==> config.mk <==
export PLATFORM = sky130hd
export DESIGN_NAME = ils_cell
export DESIGN_NICKNAME = d
export VERILOG_FILES = /design/src/rtl/core/ils_pkg.sv /design/src/rtl/core/ils_cell.sv
export SDC_FILE = /design/constraint.sdc
export NUM_CORES = 1
export LEC_CHECK = 0
export BUFFER_PORTS_ARGS = -buffer_cell sky130_fd_sc_hd__buf_4
export CAP_MARGIN = 20
export CORE_ASPECT_RATIO = 0.6
export CORE_MARGIN = 2
export CORE_UTILIZATION = 45
export DETAILED_ROUTE_END_ITERATION = 8
export PLACE_DENSITY = 0.95
export SLEW_MARGIN = 20
export SYNTH_ARGS = -nofsm -noshare
export SYNTH_HDL_FRONTEND = slang
export SYNTH_SLANG_ARGS = --single-unit
==> constraint.sdc <==
create_clock -name clk -period 12.8 [get_ports clk]
set_input_delay 3.2 -clock clk [delete_from_list [all_inputs] [get_ports clk]]
set_output_delay 3.2 -clock clk [all_outputs]
set_load 0.02 [all_outputs]
==> src/rtl/core/ils_pkg.sv <==
`default_nettype none
package ils_pkg;

  localparam int DEF_CAPACITY = 256;
  localparam int DATA_W       = 32;
  localparam int POS_W        = 10;
  localparam int LEN_W        = 9;
  // wide enough for any cell index or fill count up to the largest capacity
  localparam int CMD_POS_W    = 13;

  localparam logic [2:0] OP_GET  = 3'd0;
  localparam logic [2:0] OP_HEAD = 3'd1;
  localparam logic [2:0] OP_TAIL = 3'd2;
  localparam logic [2:0] OP_AT   = 3'd3;
  localparam logic [2:0] OP_DEL  = 3'd4;

  localparam logic [1:0] ST_DONE  = 2'd0;
  localparam logic [1:0] ST_RANGE = 2'd1;
  localparam logic [1:0] ST_FULL  = 2'd2;

  typedef struct packed {
    logic [2:0]              opcode;
    logic [POS_W-1:0]        position;
    logic signed [DATA_W-1:0] value;
  } req_t;

  typedef struct packed {
    logic signed [DATA_W-1:0] read_value;
    logic [1:0]              status;
    logic [LEN_W-1:0]        length;
  } rsp_t;

  // command broadcast to every cell of the row
  typedef struct packed {
    logic                     get;
    logic                     ins;
    logic                     del;
    logic [CMD_POS_W-1:0]     pos;
    logic signed [DATA_W-1:0] value;
  } cell_cmd_t;

endpackage
`default_nettype wire

==> src/rtl/core/ils_cell.sv <==
`default_nettype none
module ils_cell #(
  parameter int INDEX = 0
) (
  input  logic                              clk,
  input  ils_pkg::cell_cmd_t                cmd,
  input  logic signed [ils_pkg::DATA_W-1:0] left,
  input  logic signed [ils_pkg::DATA_W-1:0] right,
  output logic signed [ils_pkg::DATA_W-1:0] data,
  output logic signed [ils_pkg::DATA_W-1:0] tap
);
  import ils_pkg::*;

  logic hit;
  logic after;

  assign hit   = (int'(cmd.pos) == INDEX);
  assign after = (INDEX > int'(cmd.pos));

  // insert: take the left neighbor behind the position, the new word at it;
  // delete: take the right neighbor from the position on
  always_ff @(posedge clk) begin
    if (cmd.ins) begin
      if (after) begin
        data <= left;
      end else if (hit) begin
        data <= cmd.value;
      end
    end else if (cmd.del && (hit || after)) begin
      data <= right;
    end
    tap <= (cmd.get && hit) ? data : '0;
  end

endmodule
`default_nettype wire

---- Word level (Yosys, flattened, before mapping) ----
Index checks and enable logic that the tools add are counted.
W data, S select, Z words.
operators by class
  $add $sub $neg .......................... 0
  multiply operators ...................... 0
  div/mod/pow operators ................... 0
  $lt $le $gt $ge ......................... 0
  bitwise operators ....................... 0
  eq/ne operators ......................... 1
  reductions and logical operators ........ 5
  mux-type cells .......................... 3
  shift operators ......................... 0
operators by type and width
  operator              count
  $mux W32              3
  $logic_not A13 Y1     1
  $logic_and A1 B1 Y1   2
  $ne A2 B1 Y1 const B  1
  $reduce_and A2 Y1     1
  $reduce_bool A2 Y1    1
word-level totals
  bits in writable memories ............... 0
  bits in registers ....................... 64
  memories ................................ 0
  bits in latches ......................... 0
  word-level logic and storage cells ...... 11
  ROM bits ................................ 0

---- Longest topological paths before layout ----
Gate-level depths: netlist (run 1).
  word-level depth ........................ 4
  depth in mapped cells ................... 4
  depth with buffers taken out ............ 3

---- Worst setup path before layout (run 1) ----
No wires, ideal clock.
  kind .................................... input -> register
  start ................................... input port cmd[33] in the netlist's numbering
  end ..................................... register data[0] in the netlist's numbering, enable pin
  data required time ...................... 12.359 ns
  setup slack ............................. 6.479 ns
  cell stages on the path ................. 4
  setup time .............................. 0.441 ns
  path buffers ............................ 2
  data arrival time ....................... 5.881 ns
  cells stage by stage .................... or4_4 -> buf_6 -> buf_12 -> nor4_2
on the way
  longest elaborated chain between the ends .. 4
RTL lines
  item                                    RTL line        source
  start: declaration                      ils_cell.sv:6   input ils_pkg::cell_cmd_t cmd,
  $logic_not A13 Y1 (*)                   ils_cell.sv:17  assign hit = (int'(cmd.pos) == INDEX);
  $logic_and A1 B1 Y1                     ils_cell.sv:29  end else if (cmd.del && (hit || after)) begin
  $reduce_bool A2 Y1 (no source line)     n/a
  $reduce_and A2 Y1 (no source line) (*)  n/a
  end signal: assignment                  ils_cell.sv:25  data <= left;
  end signal: assignment                  ils_cell.sv:27  data <= cmd.value;
  end signal: assignment                  ils_cell.sv:30  data <= right;
  end: declaration                        ils_cell.sv:9   output logic signed [ils_pkg::DATA_W-1:0] data,
Every way passes the cells marked *; elsewhere a longest branch is shown, timed or not.
A chain may end at the register's enable or synchronous reset.

---- Worst setup path after layout (run 1) ----
  start ................................... input port cmd[40] in the netlist's numbering
  end ..................................... register data[11] in the netlist's numbering, enable pin
Same word-level chain as after synthesis.

==> results.toml, run 1 <==
[grt]
grt-ovfl-total = 0
grt_start_max_net_pins = 34
antenna_found_initial = 0
grt_pass1_wl_um = 10100
grt_use_total_pct = 21.2
first_global_vias = 2085

[logic_synthesis]
synth_nets = 298
ys_seq_area_share_pct = 60.7
syn-cell-area_um2 = 2640
yosysMostFrequentCell = "nand2_1"
synthTopCellsByCount = "nand2_1, dfxtp_1, edfxtp_1, mux2_2, nor4_2"
synth_edf_count = 32
synth-main-ff-cell = "edfxtp_1"
async_flop_share_pct = 0
syn_avg_cell_area_um2 = 14.3
synth_top_area_share_pct = 36.4
synth_top_cell_by_area = "edfxtp_1"
synth_area_leaders = "edfxtp_1, dfxtp_1, nor4_2"
syn_inst = 185
ys_ff_latch = 64
ys_types = 15
yosys_warnings = 0

[route]
totalWireLength_um = 6530
wl_met3_um = 664
via_per_inst = 4.97
wl_met1_um = 2500
drc = 0
dr.first_iter.drc_count = 61
dr.pass1.iters = 4
topRoutingLayerUsed = "met4"
vias = 2029
wire_per_inst_um = 16.0
wl_met2_um = 3280
drtAntennaViolNets = 0

[floorplanning]
dieWidth_um = 103
ios = 177
die_area_um2 = 6510
core_um2 = 5620
die_height_um = 63.3
rows = 21
start_util_pct = 46.9

[placement]
routabilityCongestion = 0.697
portBuffers = 144
place_area_um2 = 3710
dp_hpwl_um = 4520

[timing]
fin_crit_ns = 5.15
fmax_mhz = 194
setup_tns_ns = 0
slew_headroom_pct = 32.5
clock-skew-final_ns = 0.00554
hold_violations = 0
setup_viol = 0
finalCritPeriodShare_pct = 40.3
grt_setup_unrepaired = "no"
slew_viol_final = 0
worst_pin_slew_ns = 1.01

[clock_tree]
root_buffer = "clkbuf_8"
cts_made_buffers = 9
cts.sinks = 64
worstSkewPairLatency_ns = 0.34
clockBufferDepth = 2
clk_transition_reported_paths_ns = 0.06
cts_max_level = 3
cts_tree = "yes"
cts_setup_buffers = 0
hold_buffers = 0
ctsResizeCount = 0

[cells_and_area]
seqCellArea_um2 = 1600
nets = 436
num-fill-cells = 431
num_antenna_cells = 0
drive_gt1_share_pct = 68.3
fin_area_um2 = 3880
syn_to_final_growth_pct = 47.0
multiInputGateArea_um2 = 922

[critical_path]
cp-startpoint = "cmd[40]"
r2r_setup_slack_ns = 12.08
rr_startpoint = "data[26]"
required_ns = 12.79
crit_arrival_ns = 5.14
r2r-end = "tap[26]"
startpoint_type = "primary input"
critPathKind = "primary input to flop"
crit_path_max_fanout = 33
cp-endpoint = "data[11]"
worstRegToRegCells = 2
cp-end-kind = "flop"

[pwr]
ir_drop_mv = 0.0866
p_leak_nw = 1.55
power_density_nw_per_um2 = 103

[job]
maxCapViolations = 0

[min_path]
hold_class = "flop to flop"

[status]
status = "completed"
## power by group
part / total, mW / switching, mW / internal, mW
Combinational: 0.0380 / 0.0146 / 0.0233
Clock: 0.144 / 0.0753 / 0.0687
Sequential: 0.216 / 0.00000904 / 0.216
Total: 0.398 / 0.0900 / 0.308
## worst min path at each step
stage / cells after the start / endpoint / start
after CTS: 2 / tap[30] / data[30]
final: 2 / tap[30] / data[30]
after detailed placement: 2 / tap[30] / data[30]
after global placement: 2 / tap[1] / data[1]
after floorplan: 2 / tap[0] / data[0]
after global routing: 2 / tap[30] / data[30]
## kinds of logic (layout without fill, tap and decap cells)
| group | count (synthesis) | after routing | synth area share, % |
|---|---|---|---|
| buffers and inverters | 18 | 161 | 4.74 |
| flip-flops | 64 | 64 | 60.7 |
| multiplexers | 32 | 32 | 13.7 |
| AND/OR/NAND/NOR | 71 | 71 | 20.9 |
## flip-flops by register name, summed over array words and instances, names as in the netlist
signal / flops
data: 32
tap: 32
## through the flow
step | utilization, % | hold WS (ns) | cells | setup slack, ns | power, mW
6_report | 68.9 | 0.545 | 408 | 7.65 | 0.398
5_1_grt | 68.9 | 0.577 | 408 | 7.50 | 0.416
4_1_cts | 68.9 | 0.548 | 408 | 7.64 | 0.402
3_5_place_dp | 66.0 | 0.539 | 392 | 7.27 | 0.258
3_3_place_gp | 66.0 | 0.531 | 392 | 7.29 | 0.257
2_1_floorplan | - | 0.653 | 185 | 6.48 | 0.238
## worst max-delay path: stages
cell	delay, ns
buf_4	0.12
nor4_1	0.32
nand2_2	0.61
nor4_4	0.45
buf_4	0.42
## layout make-up
cell class	instances	share of cell area [%]
Clock buffer	10	3.29
Clock inverter	6	0.936
Multi-Input combinational cell	103	23.8
Sequential cell	64	41.3
Tap cell	80	2.58
Timing Repair Buffer	145	28.1
## layout by cell type (no fill, tap or decap)
master,n
buf_4,145
clkbuf_1,1
clkbuf_8,9
clkinv_1,1
clkinv_2,2
clkinvlp_4,3
dfxtp_1,32
edfxtp_1,32
mux2_2,32
nand2_1,32
nand2_2,1
nor2_1,1
nor3_1,1
nor4_1,4
nor4_2,29
nor4_4,1
or2_2,1
or4_4,1
## layer usage
layer / track usage, % / vias to the layer above
met4: 6.91 / 0
met2: 36.0 / 100
met3: 9.32 / 9
met5: 0 / -
li1: - / 954
met1: 23.9 / 966
Note: power is estimated with default switching activity, not from simulation.
==> run 2: changes to the inputs <==
Settings changed: ABC_AREA from default to 1, CORE_UTILIZATION 45 to 36, PLACE_DENSITY 0.95 to 0.86.
Clock period 12.8 ns to 4.5 ns, I/O delays scaled along.
==> results.toml, run 2 <==
[floorplanning]
core_um2 = 6590
rows = 23
die_area_um2 = 7420
ios = 177
start_util_pct = 36.7
dieWidth_um = 110
die_height_um = 67.5

[cells_and_area]
largestRegisters = "data: 32 flops, tap: 32 flops"
syn_to_final_growth_pct = 57.1
layout_common_cells = "buf_4, mux2_2, inv_1, edfxtp_1, dfxtp_1"
nets = 443
num_antenna_cells = 0
final_util_pct = 57.7
fin_area_um2 = 3800
drive_gt1_share_pct = 67.2
num-fill-cells = 563
final_common_cell = "buf_4"

[placement]
portBuffers = 144
place_area_um2 = 3560
dp_hpwl_um = 3860
pre_cts_ws_ns = 1.62
routabilityCongestion = 0.704

[critical_path]
required_ns = 4.45
slowest_stage = "nor2_4"
cpPeakStageDelay_ns = 0.78
critPathKind = "primary input to flop"
path_cells = "buf_4 > nor2_1 > nor2_4"
worstRegToRegCells = 2
cp_top_family = "simple AND/OR/NAND/NOR gates"
cp-end-kind = "flop"
crit_buf_inv = 1
path_depth = 3
startpoint_type = "primary input"
crit_arrival_ns = 2.45
crit_path_max_fanout = 33

[clock_tree]
cts_max_level = 3
hold_buffers = 0
worstSkewPairLatency_ns = 0.33
root_buffer = "clkbuf_8"
ctsResizeCount = 0
cts_setup_buffers = 0
clockBufferDepth = 2
cts.sinks = 64
cts_tree = "yes"
clk_transition_reported_paths_ns = 0.07
cts_made_buffers = 9

[logic_synthesis]
ys_types = 12
ys_seq_area_share_pct = 66.1
syn-cell-area_um2 = 2420
async_flop_share_pct = 0
yosys_warnings = 0
synthTopCellsByCount = "dfxtp_1, edfxtp_1, inv_1, mux2_2, nor2_2"
synth_top_area_share_pct = 39.7
ys_ff_latch = 64
synth_area_leaders = "edfxtp_1, dfxtp_1, mux2_2"
synth_edf_count = 32
syn_inst = 182
synth_top_cell_by_area = "edfxtp_1"
syn_avg_cell_area_um2 = 13.3
synth-main-ff-cell = "edfxtp_1"
synth_nets = 295

[grt]
grt_use_total_pct = 15.2
first_global_vias = 1806
grt_pass1_wl_um = 8060
grt-ovfl-total = 0
grt_start_max_net_pins = 34
antenna_found_initial = 0

[pwr]
p_leak_nw = 1.76
ir_drop_mv = 0.224
total_power_mw = 1.28
power_density_nw_per_um2 = 336

[route]
totalWireLength_um = 5340
drc = 0
via_per_inst = 4.12
dr.pass1.iters = 4
vias = 1739
wire_per_inst_um = 12.6
drtAntennaViolNets = 0
dr.first_iter.drc_count = 17

[timing]
slew_headroom_pct = 35.4
setup_viol = 0
setup_tns_ns = 0
grt_setup_unrepaired = "no"
worst_pin_slew_ns = 0.967
setup_ws_ns = 2.00
slew_viol_final = 0
clock-skew-final_ns = 0.00442
hold_violations = 0
finalCritPeriodShare_pct = 55.5
fmax_mhz = 400
fin_crit_ns = 2.50

[job]
maxCapViolations = 0

[status]
status = "completed"

[min_path]
whs_path_depth = 2
hold_class = "flop to flop"
[run 2: changes by cell type after synthesis, sizes merged, moves of 4 or more]
cell,before,now
nor2,1,42
nor4,34,0
clkbuf,7,0
inv,0,32
nand2,33,4
buf,11,7
[run 2: kinds of logic after synthesis]
logic type	count (synthesis)	share of synthesized area, %
muxes	32	14.9
and+or+nand+nor	47	11.6
DFF	64	66.1
buffers and inverters	39	7.39
[run 2: worst reg2reg max path, delay by kind of cell (launching register included)]
kind	cells	cell delay (ns)
and+or+nand+nor	1	0.04
buffers and inverters	1	0.11
DFF	1	0.39
[run 2: final cells by class]
| class | instances | area, µm² | area share [%] |
|---|---|---|---|
| clock buffer | 14 | 183 | 4.80 |
| clock inverter | 2 | 60.1 | 1.58 |
| inverter | 32 | 120 | 3.16 |
| multi-input combinational | 79 | 648 | 17.0 |
| sequential | 64 | 1600 | 42.1 |
| tap | 87 | 109 | 2.86 |
| timing repair buffer | 144 | 1080 | 28.4 |
[run 2: power by group]
group,internal (mW),switching [mW],total (mW)
sequential,0.613,0.0000239,0.613
clock,0.373,0.204,0.577
combinational,0.0642,0.0222,0.0864
[run 2: through the flow]
| step | hold slack, ns | std cells |
|---|---|---|
| after global routing | 0.528 | 422 |
| final | 0.495 | 422 |
| after CTS | 0.495 | 422 |
| after global placement | 0.476 | 406 |
| after floorplan | 0.614 | 182 |
| after detailed placement | 0.484 | 406 |
[run 2: final timing paths]
check | from | endpoint | slack, ns
worst max register to register | data[21] | tap[21] | 3.85
worst max-delay path | cmd[46] | data[11] | 2.00
worst min-delay path | data[0] | tap[0] | 0.50
worst min register to register | data[0] | tap[0] | 0.50
[run 2: routing by layer]
layer / share of wire [%] / global-route usage (%)
met5: 0 / 0
met1: 38 / 15.0
met4: 0.94 / 5.70
met2: 49 / 25.8
met3: 13 / 10.0
==> run 3: changes to the inputs <==
Clock period 4.5 ns to 2.2 ns, I/O delays scaled along.
==> results.toml, run 3 (same netlist as run 2, synthesis figures left out) <==
[status]
status = "completed"

[placement]
routabilityCongestion = 0.698
dp_hpwl_um = 4230
portBuffers = 144

[pwr]
p_leak_nw = 1.78
internal_power_mw = 2.14
power_frac_seq_pct = 47.6
ir_drop_mv = 0.409
swShare_pct = 18.6
pwr-share-clk_pct = 45.4
p_comb_share_pct = 7.0
power_density_nw_per_um2 = 684
power.switching_uw = 489

[clock_tree]
clk_transition_reported_paths_ns = 0.07
cts_tree = "yes"
clockBufferDepth = 2
root_buffer = "clkbuf_8"
hold_buffers = 0
cts.sinks = 64
worstSkewPairLatency_ns = 0.33
cts_max_level = 3
ctsResizeCount = 0
cts_made_buffers = 9
cts_setup_buffers = 0

[route]
via_per_inst = 4.21
drtAntennaViolNets = 0
drc = 0
dr.first_iter.drc_count = 29
wire_per_inst_um = 12.8
dr.pass1.iters = 4
totalWireLength_um = 5460
vias = 1792

[grt]
grt_use_total_pct = 15.2
grt_start_max_net_pins = 25
grt-ovfl-total = 0
first_global_vias = 1773
antenna_found_initial = 0
grt_pass1_wl_um = 7960

[cells_and_area]
num_antenna_cells = 0
layout_common_cells = "buf_4, mux2_2, inv_1, edfxtp_1, dfxtp_1"
final_common_cell = "buf_4"
nets = 447
syn_to_final_growth_pct = 58.9
largestRegisters = "data: 32 flops, tap: 32 flops"
multiInputGateArea_um2 = 648
seqCellArea_um2 = 1600
drive_gt1_share_pct = 67.8
num-fill-cells = 558

[timing]
worst_pin_slew_ns = 0.375
finalCritPeriodShare_pct = 68.2
fmax_mhz = 667
fin_crit_ns = 1.50
hold_violations = 0
whs_ns = 0.497
setup_viol = 0
grt_setup_unrepaired = "no"
setup_tns_ns = 0
clock-skew-final_ns = 0.00469
slew_headroom_pct = 75.0
slew_viol_final = 0

[min_path]
hold_class = "flop to flop"

[critical_path]
critPathKind = "primary input to flop"
cp-end-kind = "flop"
crit_arrival_ns = 1.50
required_ns = 2.20
path_cells = "buf_4 > nor2_1 > nand2_1 > nor2_2 > nand2_1 > nor2_4 > buf_4"
cp_top_family = "simple AND/OR/NAND/NOR gates"
crit_buf_inv = 2
slowest_stage = "buf_4"
startpoint_type = "primary input"
crit_path_max_fanout = 21
cpPeakStageDelay_ns = 0.30

[floorplanning]
start_util_pct = 36.7
dieWidth_um = 110
ios = 177
rows = 23
die_height_um = 67.5
die_area_um2 = 7420
core_um2 = 6590

[job]
maxCapViolations = 0
-- run 3: metal layers --
metal | vias up | GRT usage [%] | wire (µm)
met1 | 807 | 13.9 | 1980
met5 | - | 0 | 0
met4 | 0 | 7.12 | 62
met3 | 8 | 9.36 | 676
li1 | 889 | - | -
met2 | 88 | 27.0 | 2750
-- run 3: metrics by stage --
| step | util [%] | setup WS (ns) | instance area (µm²) | std cells | total power [mW] |
|---|---|---|---|---|---|
| 2_1_floorplan | - | 0.298 | 2430 | 182 | 1.35 |
| 3_3_place_gp | 54.7 | 0.383 | 3600 | 410 | 1.46 |
| 3_5_place_dp | 54.7 | 0.344 | 3600 | 410 | 1.47 |
| 4_1_cts | 58.4 | 0.694 | 3850 | 426 | 2.68 |
| 5_1_grt | 58.4 | 0.628 | 3850 | 426 | 2.74 |
| 6_report | 58.4 | 0.700 | 3850 | 426 | 2.63 |
-- run 3: power by group through the flow --
stage,logic [mW],registers (mW),clock network [mW]
2_1_floorplan,0.0649,1.28,0
3_3_place_gp,0.178,1.28,0
3_5_place_dp,0.185,1.28,0
5_1_grt,0.198,1.25,1.29
4_1_cts,0.186,1.25,1.24
6_report,0.183,1.25,1.19
-- run 3: area by class of cell --
type	count	area share [%]
multi-input combinational	79	16.9
tap	87	2.83
clock buffer	9	3.22
inverter	32	3.12
timing repair buffer	148	29.2
sequential	64	41.6
clock inverter	7	3.12
-- run 3: path summary, 6_finish.rpt --
path / from / endpoint / slack, ns / cells after the start
max: cmd[33] / data[30] / 0.70 / 7
min: data[28] / tap[28] / 0.50 / 2
max reg2reg: data[14] / tap[14] / 1.53 / 2
min reg2reg: data[28] / tap[28] / 0.50 / 2
-- run 3: worst min-delay path: cells and delay by family (launching register included) --
| family | cells | cell delay [ns] |
|---|---|---|
| DFF | 1 | 0.34 |
| and+or+nand+nor | 1 | 0.08 |
| buffers and inverters | 1 | 0.05 |
